## src/rtl/wps_pkg.sv

```systemverilog
// shared types and constants for the windowed price statistics block
package wps_pkg;

    localparam int DEF_INSTRUMENTS = 16;
    localparam int DEF_WINDOW      = 100;
    localparam int DEF_TREND_LAG   = 10;

    localparam logic [1:0] REG_INSTR_IN_USE = 2'd0;
    localparam logic [1:0] REG_TREND_THR    = 2'd1;
    localparam logic [1:0] REG_VOL_THR      = 2'd2;

    localparam logic [1:0] TREND_NONE    = 2'd0;
    localparam logic [1:0] TREND_RISING  = 2'd1;
    localparam logic [1:0] TREND_FALLING = 2'd2;

    // divider request: 128-bit dividend over 64-bit divisor, 64-bit quotient
    typedef struct packed {
        logic         start;
        logic [127:0] num;
        logic [63:0]  den;
    } t_div_req;

    typedef struct packed {
        logic        done;
        logic [63:0] quo;
    } t_div_rsp;

endpackage

```

## src/rtl/wps_divider.sv

```systemverilog
// restoring divider shared by all quotients, one quotient bit a cycle
module wps_divider
    import wps_pkg::*;
(
    input  logic     i_clk,
    input  logic     i_rst_n,
    input  t_div_req i_req,
    output t_div_rsp o_rsp
);

    logic [127:0] r_num;
    logic [63:0]  r_den;
    logic [64:0]  r_rem;
    logic [63:0]  r_quo;
    logic [6:0]   r_cnt;
    logic         r_busy;
    logic         r_done;
    logic [64:0]  n_trial;
    logic [64:0]  n_shift;

    // quotient is known to fit 64 bits: top half of num is below den
    assign n_shift = {r_rem[63:0], r_num[127]};
    assign n_trial = n_shift - {1'b0, r_den};

    always_ff @(posedge i_clk) begin
        if (!i_rst_n) begin
            r_busy <= 1'b0;
            r_done <= 1'b0;
            r_cnt  <= '0;
        end else begin
            r_done <= 1'b0;
            if (i_req.start) begin
                r_busy <= 1'b1;
                r_cnt  <= 7'd64;
                r_rem  <= {1'b0, i_req.num[127:64]};
                r_num  <= {i_req.num[63:0], 64'd0};
                r_den  <= i_req.den;
            end else if (r_busy) begin
                r_num <= {r_num[126:0], 1'b0};
                if (!n_trial[64]) begin
                    r_rem <= n_trial;
                    r_quo <= {r_quo[62:0], 1'b1};
                end else begin
                    r_rem <= n_shift;
                    r_quo <= {r_quo[62:0], 1'b0};
                end
                r_cnt <= r_cnt - 7'd1;
                if (r_cnt == 7'd1) begin
                    r_busy <= 1'b0;
                    r_done <= 1'b1;
                end
            end
        end
    end

    assign o_rsp.done = r_done;
    assign o_rsp.quo  = r_quo;

endmodule

```

## config.mk

```make
export PLATFORM = sky130hd
export DESIGN_NAME = wps_divider
export DESIGN_NICKNAME = d
export VERILOG_FILES = /design/src/rtl/wps_pkg.sv /design/src/rtl/wps_divider.sv
export SDC_FILE = /design/constraint.sdc
export NUM_CORES = 1
export LEC_CHECK = 0
export BUFFER_PORTS_ARGS = -buffer_cell sky130_fd_sc_hd__buf_2
export CAP_MARGIN = 20
export CORE_UTILIZATION = 29
export CTS_BUF_LIST = sky130_fd_sc_hd__clkbuf_16
export DETAILED_ROUTE_END_ITERATION = 10
export PLACE_DENSITY = 0.57
export SLEW_MARGIN = 25
export SYNTH_ARGS = -nofsm -noshare
export SYNTH_HDL_FRONTEND = slang
export SYNTH_SLANG_ARGS = --single-unit
```

## constraint.sdc

```tcl
create_clock -name i_clk -period 6.6 [get_ports i_clk]
set_input_delay 1.32 -clock i_clk [delete_from_list [all_inputs] [get_ports i_clk]]
set_output_delay 1.32 -clock i_clk [all_outputs]
set_load 0.02 [all_outputs]
```

After elaboration in Yosys (flattened, before gate mapping)
Cells that the tools add are included.
W data, S select, Z words.
{"block": "op_classes", "eq_ne": 1, "n_bitwise": 3, "n_mux": 12, "n_addsub": 2, "n_reduce_logical": 6}
{"op": "$mux W128", "count": 2}
{"op": "$mux W64", "count": 3}
{"op": "$sub A65 B64 Y65", "count": 1}
{"op": "$mux W7", "count": 2}
{"op": "$eq A7 B1 Y1 const B", "count": 1}
{"op": "$sub A7 B1 Y7 const B", "count": 1}
{"op": "$mux W1", "count": 5}
{"op": "$reduce_and A2 Y1", "count": 2}
{"op": "$not A1 Y1", "count": 3}
{"op": "$reduce_and A3 Y1", "count": 1}
{"op": "$reduce_or A3 Y1", "count": 1}
{"op": "$reduce_bool A2 Y1", "count": 1}
{"op": "$reduce_or A2 Y1", "count": 1}
{"block": "word_totals", "out_inout_bits": 65, "reg_bits": 328, "inputBits": 195}

Logic depth before layout (Yosys ltp)
Gate-level depths: netlist of the first run.
{"block": "depth", "ltp_word": 4, "ltp_mapped": 17, "mapped_depth_nobuf": 14}

Worst setup path before layout of the first run
Ideal clock, no wire load.
{"block": "synth_timing", "path_type": "input to register", "startpoint": "in i_req[192] (netlist bit)", "endpoint": "reg r_num[100], enable pin", "arrival_ns": 4.647, "path_slack_ns": 1.455, "n_path_buf": 2, "setup_ns": 0.498, "path_stages": 3, "cell_sequence": "clkbuf_1 > clkbuf_1 > o21a_1"}
{"block": "synth_via", "elab_chain_len": 2}
{"element": "from (decl)", "line": "wps_divider.sv:7", "text": "input t_div_req i_req,"}
{"element": "$reduce_bool A2 Y1 (no source line)"}
{"element": "$reduce_and A2 Y1 (no source line)"}
{"element": "to (signal assigned)", "line": "wps_divider.sv:36", "text": "r_num <= {i_req.num[63:0], 64'd0};"}
{"element": "to (signal assigned)", "line": "wps_divider.sv:39", "text": "r_num <= {r_num[126:0], 1'b0};"}
{"element": "to (decl)", "line": "wps_divider.sv:11", "text": "logic [127:0] r_num;"}
Every way passes these cells.
A chain may end at the register's enable or synchronous reset.

Worst setup path in the final report of the first run
{"block": "layout_timing", "startpoint": "reg r_num[127]", "endpoint": "reg r_rem[10] (data pin)"}
{"block": "layout_via", "elab_chain_len": 4}
{"element": "$sub A65 B64 Y65", "line": "wps_divider.sv:23", "text": "assign n_trial = n_shift - {1'b0, r_den};"}
{"element": "$mux W64", "line": "wps_divider.sv:40", "text": "if (!n_trial[64]) begin"}
{"element": "$mux W64", "line": "wps_divider.sv:38", "text": "end else if (r_busy) begin"}
{"element": "$mux W64", "line": "wps_divider.sv:32", "text": "if (i_req.start) begin"}
{"element": "to (signal assigned)", "line": "wps_divider.sv:35", "text": "r_rem <= {1'b0, i_req.num[127:64]};"}
{"element": "to (signal assigned)", "line": "wps_divider.sv:41", "text": "r_rem <= n_trial;"}
{"element": "to (signal assigned)", "line": "wps_divider.sv:44", "text": "r_rem <= n_shift;"}
{"element": "to (decl)", "line": "wps_divider.sv:13", "text": "logic [64:0] r_rem;"}
Every way passes these cells. The select of a mux whose other input is x is not followed.

==> results.py, run 1 <==
metrics = {
    "critical_path": {
        "cp.required_ns": 6.92,
        "worstRegToRegCells": 15,
        "startpoint_type": "flop",
        "r2r-end": "r_rem[10]$_DFFE_PP_",
        "arrival_ns": 5.15,
        "criticalPathCategory": "reg2reg",
        "rr_startpoint": "r_num[127]$_DFFE_PP_",
        "critPathMaxFanout": 79,
        "r2r_slack_ns": 1.77,
        "endpoint_kind": "flop",
    },
    "layout": {
        "nNetsFinal": 1788,
        "fillers": 4972,
        "multiInputGateArea_um2": 5900,
        "drive_above_1_share_pct": 26.1,
        "fin_util_pct": 35.4,
        "register_area_um2": 7870,
        "synthToLayoutAreaGrowth_pct": 20.5,
        "final_cell_mix": "buf_2 (258), edfxtp_1 (256), nand2_1 (131)",
        "final_common_cell": "buf_2",
    },
    "logic_synthesis": {
        "synth.top_cell.area_share_pct": 53.5,
        "synth_edf_count": 256,
        "synthesis.area_um2": 14400,
        "ys_seq_area_share_pct": 54.8,
        "synthCells": 1292,
        "yosys-top-cells-area": "edfxtp_1 (54%), mux2_2 (5.9%), ha_1 (5.8%), a21oi_1 (4.1%), nand2_1 (3.4%)",
        "synth-seq-cells": 265,
        "async_flop_share_pct": 0,
        "synth.avg_cell_area_um2": 11.1,
        "ys_types": 68,
        "synth_flop_cell": "edfxtp_1",
        "yosysWarnings": 0,
        "synth_nets": 1554,
        "synth_area_leader_cell": "edfxtp_1",
    },
    "timing": {
        "min_period_ns": 4.83,
        "skew_ns": 0.0133,
        "fin_setup_tns_ns": 0,
        "slew_violations": 0,
        "finalCritPeriodShare_pct": 73.2,
        "max_freq_mhz": 207,
        "holdWs_ns": 0.442,
        "setup_viol": 0,
        "relSlewSlack_pct": 34.1,
        "rsz0062_at_grt": "false",
        "finalHoldViolations": 0,
        "worstMarginPinSlew_ns": 0.963,
    },
    "pwr": {
        "seq_power_share_pct": 42.4,
        "p_comb_share_pct": 22.0,
        "power.density_nw_per_um2": 277,
        "p_leak_uw": 0.00698,
        "irDropWorstVdd_mv": 0.228,
        "power_switching_uw": 1410,
        "fin_total_pwr_uw": 4790,
        "p_sw_share_pct": 29.3,
        "clkPwrFrac_pct": 35.7,
        "p_int_uw": 3390,
    },
    "drt": {
        "ant_nets": 0,
        "viasPerCell": 4.76,
        "wl_um": 36400,
        "remaining_drc_errors": 0,
        "avgRoutedWirePerCell_um": 16.4,
        "vias": 10500,
        "first_pass_iters": 5,
        "drt_iter0_markers": 665,
    },
    "die": {
        "die_w_um": 225,
        "die_y_um": 225,
        "core-area_um2": 48800,
        "die-area_um2": 50400,
        "initial_core_util_pct": 29.4,
        "pin_count": 260,
        "row_count": 81,
    },
    "clock_tree": {
        "cts.sinks": 265,
        "ctsHoldBuffers": 0,
        "cts_max_level": 1,
        "cts_tree": "done",
        "cts_resized": 0,
        "cts_setup_buffers": 0,
        "path_clk_slew_ns": 0.06,
        "cts_buffer_depth": 3,
        "cts_root_buf": "clkbuf_16",
        "cts_buffers": 31,
        "clkLatencyLatePin_ns": 0.58,
    },
    "grt": {
        "grt-ovfl-total": 0,
        "grt_pass1_wl_um": 56300,
        "antenna_found_initial": 8,
        "grt_max_degree": 80,
        "first_global_vias": 10400,
        "track_usage_pct": 14.0,
    },
    "placement": {
        "numPortBuffers": 259,
        "dp_hpwl_um": 26400,
        "gp_congestion": 0.897,
    },
    "min_path": {
        "hold_depth": 0,
        "hold_end": "r_quo[47]$_DFFE_PP_",
        "min_path_type": "reg2reg",
        "worstHoldStart": "r_quo[46]$_DFFE_PP_",
    },
    "flow_run": {
        "cap_violations": 0,
    },
    "outcome": {
        "status": "finished, final reports clean",
    },
}
## registers in the layout, summed over array words and instances (netlist names)
name / flops
r_rem: 64
r_cnt: 7
r_busy: 1
r_den: 64
r_quo: 64
r_num: 64
r_done: 1
## logic make-up (layout without fill, tap and decap cells)
family / Yosys count / after routing / share of synthesized area [%]
and+or+nand+nor: 313 / 313 / 9.89
buffers and inverters: 156 / 414 / 4.27
AOI/OAI and AO/OA: 341 / 341 / 14.6
DFF: 265 / 265 / 54.8
xor gates and xnor gates: 58 / 58 / 3.54
other: 0 / 1 / 0
adders and majority gates: 67 / 67 / 5.89
muxes: 92 / 92 / 7.07
## how the worst max path moves through the flow
stage / slack (ns) / to / from / cells after the start
after floorplan: 1.46 / r_num[100]$_DFFE_PP_ / i_req[192] / 3
after global placement: 1.89 / r_rem[10]$_DFFE_PP_ / r_num[127]$_DFFE_PP_ / 15
after detailed placement: 1.76 / r_rem[62]$_DFFE_PP_ / r_num[127]$_DFFE_PP_ / 15
after CTS: 1.74 / r_rem[62]$_DFFE_PP_ / r_num[127]$_DFFE_PP_ / 15
after global routing: 1.38 / r_rem[62]$_DFFE_PP_ / r_num[127]$_DFFE_PP_ / 15
final: 1.77 / r_rem[10]$_DFFE_PP_ / r_num[127]$_DFFE_PP_ / 15
## routing by layer
layer	GRT usage [%]	part of all wire [%]	up-vias	wire length, µm
met5	0	0.074	-	27
met4	4.17	3.1	6	1120
met3	2.81	5.4	63	1950
met2	22.2	45	278	16400
met1	19.2	46	5006	16900
li1	-	-	5193	-
## power groups by stage
stage | sequential (µW) | combinational (µW) | clock [µW]
2_1_floorplan | 2070 | 778 | 0
4_1_cts | 2030 | 1060 | 1780
6_report | 2030 | 1050 | 1710
3_3_place_gp | 2060 | 1040 | 0
3_5_place_dp | 2070 | 1050 | 0
5_1_grt | 2040 | 1180 | 1830
## Yosys cell counts, drive strengths merged, types with 11 or more instances
| cell type | n |
|---|---|
| edfxtp | 256 |
| nand2 | 131 |
| a21oi | 119 |
| o21ai | 93 |
| inv | 92 |
| nor2 | 85 |
| mux2 | 75 |
| ha | 66 |
| clkbuf | 52 |
| a21o | 33 |
| xor2 | 31 |
| xnor2 | 27 |
| mux2i | 17 |
| nor3 | 16 |
| nand3 | 14 |
| nand4 | 14 |
| o21bai | 14 |
| a211oi | 12 |
| buf | 12 |
| a31oi | 11 |
## worst max-delay path: stages (launching register included)
cell	delay [ns]
edfxtp_1	0.35
inv_1	0.05
ha_1	0.21
fa_1	0.40
nand2b_1	0.19
a21oi_1	0.25
o211ai_1	0.28
a2111oi_4	0.46
o21bai_2	0.14
a211oi_4	0.34
nor4bb_1	0.10
or4_4	0.91
buf_4	0.40
nand2_1	0.10
o21ai_0	0.07
mux2_2	0.27
## area by class of cell
cell class	instances	share of cell area [%]
antenna	1	0.0145
sequential	265	45.5
clock inverter	26	1.30
inverter	92	2.00
timing repair buffer	265	7.86
tap	664	4.80
clock buffer	31	4.48
multi-input combinational	871	34.1
## stage by stage
step	worst slack [ns]	cell area (µm²)	cells
floorplan	1.46	14400	1292
global placement	1.89	16300	2157
detailed placement	1.76	16300	2157
CTS	1.74	17300	2214
global route	1.38	17300	2215
finish	1.77	17300	2215
Note: power is estimated with default switching activity, not from simulation.
==> run 2: changes to the inputs <==
--- a/config.mk
+++ b/config.mk
@@ -5,12 +5,13 @@
 export SDC_FILE = /design/constraint.sdc
 export NUM_CORES = 1
 export LEC_CHECK = 0
+export ABC_AREA = 1
 export BUFFER_PORTS_ARGS = -buffer_cell sky130_fd_sc_hd__buf_2
 export CAP_MARGIN = 20
 export CORE_UTILIZATION = 29
 export CTS_BUF_LIST = sky130_fd_sc_hd__clkbuf_16
 export DETAILED_ROUTE_END_ITERATION = 10
-export PLACE_DENSITY = 0.57
+export PLACE_DENSITY = 0.56
 export SLEW_MARGIN = 25
 export SYNTH_ARGS = -nofsm -noshare
 export SYNTH_HDL_FRONTEND = slang
==> constraint.sdc (replaced) <==
create_clock -name i_clk -period 4.6 [get_ports i_clk]
set_input_delay 0.92 -clock i_clk [delete_from_list [all_inputs] [get_ports i_clk]]
set_output_delay 0.92 -clock i_clk [all_outputs]
set_load 0.02 [all_outputs]
==> run 2 against run 1 <==
Against the previous run: die area rose by 20%; critical path depth unchanged; setup slack worse by 0.90 ns; global-route usage rose by 3.4 points; area after synthesis rose by 20%; combinational power increased by 120%; synthesized cell count increased by 83%; fmax is 30% higher; critical endpoint is now r_rem[58]$_DFFE_PP_; largest cell class unchanged; highest routed layer unchanged.
==> results.py, run 2 <==
metrics = {
    "critical_path": {
        "worstRegToRegCells": 15,
        "r2r-end": "r_rem[58]$_DFFE_PP_",
        "startpoint_type": "flop",
        "cp.required_ns": 4.94,
        "endpoint_kind": "flop",
        "rr_startpoint": "r_rem[29]$_DFFE_PP_",
        "criticalPathCategory": "reg2reg",
        "arrival_ns": 4.07,
        "r2r_slack_ns": 0.87,
        "critPathMaxFanout": 39,
    },
    "drt": {
        "vias": 15000,
        "wl_um": 53100,
        "ant_nets": 0,
        "first_pass_iters": 5,
        "remaining_drc_errors": 0,
        "viasPerCell": 4.40,
        "avgRoutedWirePerCell_um": 15.5,
        "drt_iter0_markers": 937,
    },
    "pwr": {
        "p_int_uw": 5090,
        "irDropWorstVdd_mv": 0.293,
        "p_sw_share_pct": 34.4,
        "p_leak_uw": 0.0105,
        "seq_power_share_pct": 38.3,
        "p_comb_share_pct": 29.7,
        "power_switching_uw": 2670,
        "power.density_nw_per_um2": 381,
        "clkPwrFrac_pct": 32.0,
        "fin_total_pwr_uw": 7760,
    },
    "placement": {
        "dp_hpwl_um": 42100,
        "dpl-instance-area_um2": 19300,
        "post-place-ws_ns": 0.907,
        "gp_congestion": 0.978,
        "numPortBuffers": 259,
    },
    "logic_synthesis": {
        "post-synth-top-count-cell": "nand2_1",
        "synth.top_cell.area_share_pct": 44.6,
        "synth_common_cells": "nand2_1 (1,026), inv_1 (466), edfxtp_1 (256), nand3_1 (177), nor2_1 (111)",
        "synthCells": 2363,
        "yosysWarnings": 0,
        "ys_seq_area_share_pct": 45.6,
        "yosys-top-cells-area": "edfxtp_1 (45%), nand2_1 (22%), inv_1 (10%), nand3_1 (5.1%), ha_1 (4.8%)",
        "synth.avg_cell_area_um2": 7.30,
        "synth_flop_cell": "edfxtp_1",
        "synth_area_leader_cell": "edfxtp_1",
        "synth_nets": 2625,
        "synth_edf_count": 256,
        "ys_types": 40,
        "async_flop_share_pct": 0,
        "synth-seq-cells": 265,
        "synthesis.area_um2": 17200,
    },
    "layout": {
        "final_area_um2": 20400,
        "final_common_cell": "nand2_1",
        "nNetsFinal": 2878,
        "synthToLayoutAreaGrowth_pct": 18.1,
        "drive_above_1_share_pct": 14.0,
        "fin_util_pct": 34.6,
        "final_cell_mix": "nand2_1 (1,025), inv_1 (468), buf_2 (258)",
    },
    "die": {
        "core-area_um2": 58900,
        "initial_core_util_pct": 29.3,
        "row_count": 89,
        "die-area_um2": 60400,
        "die_y_um": 246,
        "pin_count": 260,
        "die_w_um": 246,
    },
    "timing": {
        "skew_ns": 0.0118,
        "layout_setup_ws_ns": 0.870,
        "max_freq_mhz": 268,
        "finalCritPeriodShare_pct": 81.1,
        "rsz0062_at_grt": "false",
        "fin_setup_tns_ns": 0,
        "setup_viol": 0,
        "slew_violations": 0,
        "finalHoldViolations": 0,
        "worstMarginPinSlew_ns": 0.872,
        "min_period_ns": 3.73,
        "relSlewSlack_pct": 41.9,
    },
    "grt": {
        "first_global_vias": 14400,
        "track_usage_pct": 17.4,
        "grt-ovfl-total": 0,
        "grt_max_degree": 65,
        "antenna_found_initial": 18,
        "grt_pass1_wl_um": 81600,
    },
    "clock_tree": {
        "clkLatencyLatePin_ns": 0.59,
        "cts.sinks": 265,
        "cts_buffer_depth": 3,
        "cts_resized": 0,
        "ctsHoldBuffers": 0,
        "cts_setup_buffers": 0,
        "cts_root_buf": "clkbuf_16",
        "path_clk_slew_ns": 0.06,
        "cts_tree": "done",
        "cts_buffers": 31,
        "cts_max_level": 1,
    },
    "min_path": {
        "hold_end": "r_quo[38]$_DFFE_PP_",
        "min_path_type": "reg2reg",
        "hold_depth": 0,
        "worstHoldStart": "r_quo[37]$_DFFE_PP_",
    },
    "outcome": {
        "status": "finished, final reports clean",
    },
    "flow_run": {
        "cap_violations": 0,
    },
}
[run 2: changes by cell type after synthesis, sizes merged, moves of 33 or more]
cell,change
inv,+378
a21oi,-69
nand2,+923
a21o,-33
mux2,-75
nor2,+37
nand3,+166
o21ai,-88
[run 2: critical path, cell delays in order, from the launching register on]
cell      delay, ns
edfxtp_1       0.41
ha_1           0.40
nand2_1        0.18
inv_1          0.05
nand2_1        0.06
nand2_1        0.09
inv_1          0.06
nand2_1        0.10
a21oi_1        0.21
nand2_2        0.09
nand2_2        0.12
nand3_2        0.61
nand2_4        0.77
nand2_1        0.11
nand3_1        0.11
nand2_1        0.05
[run 2: cells by family after synthesis]
kind of cell | count (synthesis) | synth area share [%]
flops | 265 | 45.6
compound gates | 63 | 1.98
buf+inv | 519 | 11.9
fa+ha+maj | 67 | 4.90
xor+xnor | 23 | 1.17
simple gates | 1426 | 34.4
[run 2: how the worst max path moves through the flow]
stage / start / to
finish: r_rem[29]$_DFFE_PP_ / r_rem[58]$_DFFE_PP_
global route: r_rem[30]$_DFFE_PP_ / r_rem[54]$_DFFE_PP_
CTS: r_rem[53]$_DFFE_PP_ / r_rem[56]$_DFFE_PP_
detailed placement: r_rem[53]$_DFFE_PP_ / r_rem[58]$_DFFE_PP_
global placement: r_rem[47]$_DFFE_PP_ / r_rem[56]$_DFFE_PP_
floorplan: i_req[192] / r_quo[0]$_DFFE_PP_
[run 2: stage by stage]
stage	std cells	hold slack, ns
3_5_place_dp	3356	0.428
3_3_place_gp	3356	0.422
2_1_floorplan	2363	0.451
5_1_grt	3417	0.451
4_1_cts	3413	0.443
6_report	3420	0.441
[run 2: routing by layer]
layer	wire length (µm)	global-route usage [%]
met1	24400	23.5
met2	24200	28.7
met3	3210	3.26
met4	1190	4.09
met5	149	0
[run 2: cell type report]
| type | instances | area (µm²) |
|---|---|---|
| Timing Repair Buffer | 269 | 1400 |
| Clock buffer | 31 | 776 |
| Clock inverter | 26 | 231 |
| Multi-Input combinational cell | 1579 | 7340 |
| Tap cell | 773 | 967 |
| Fill cell | 6355 | 38500 |
| Sequential cell | 265 | 7870 |
| Antenna cell | 7 | 17.5 |
| Inverter | 470 | 1770 |
[run 2: power by group through the flow]
stage               sequential (µW)  clock [µW]  combinational (µW)
finish                         2970        2480                2300
global route                   2990        2640                2610
CTS                            2970        2570                2310
detailed placement             3020           0                2300
global placement               3010           0                2310
floorplan                      3030           0                1650
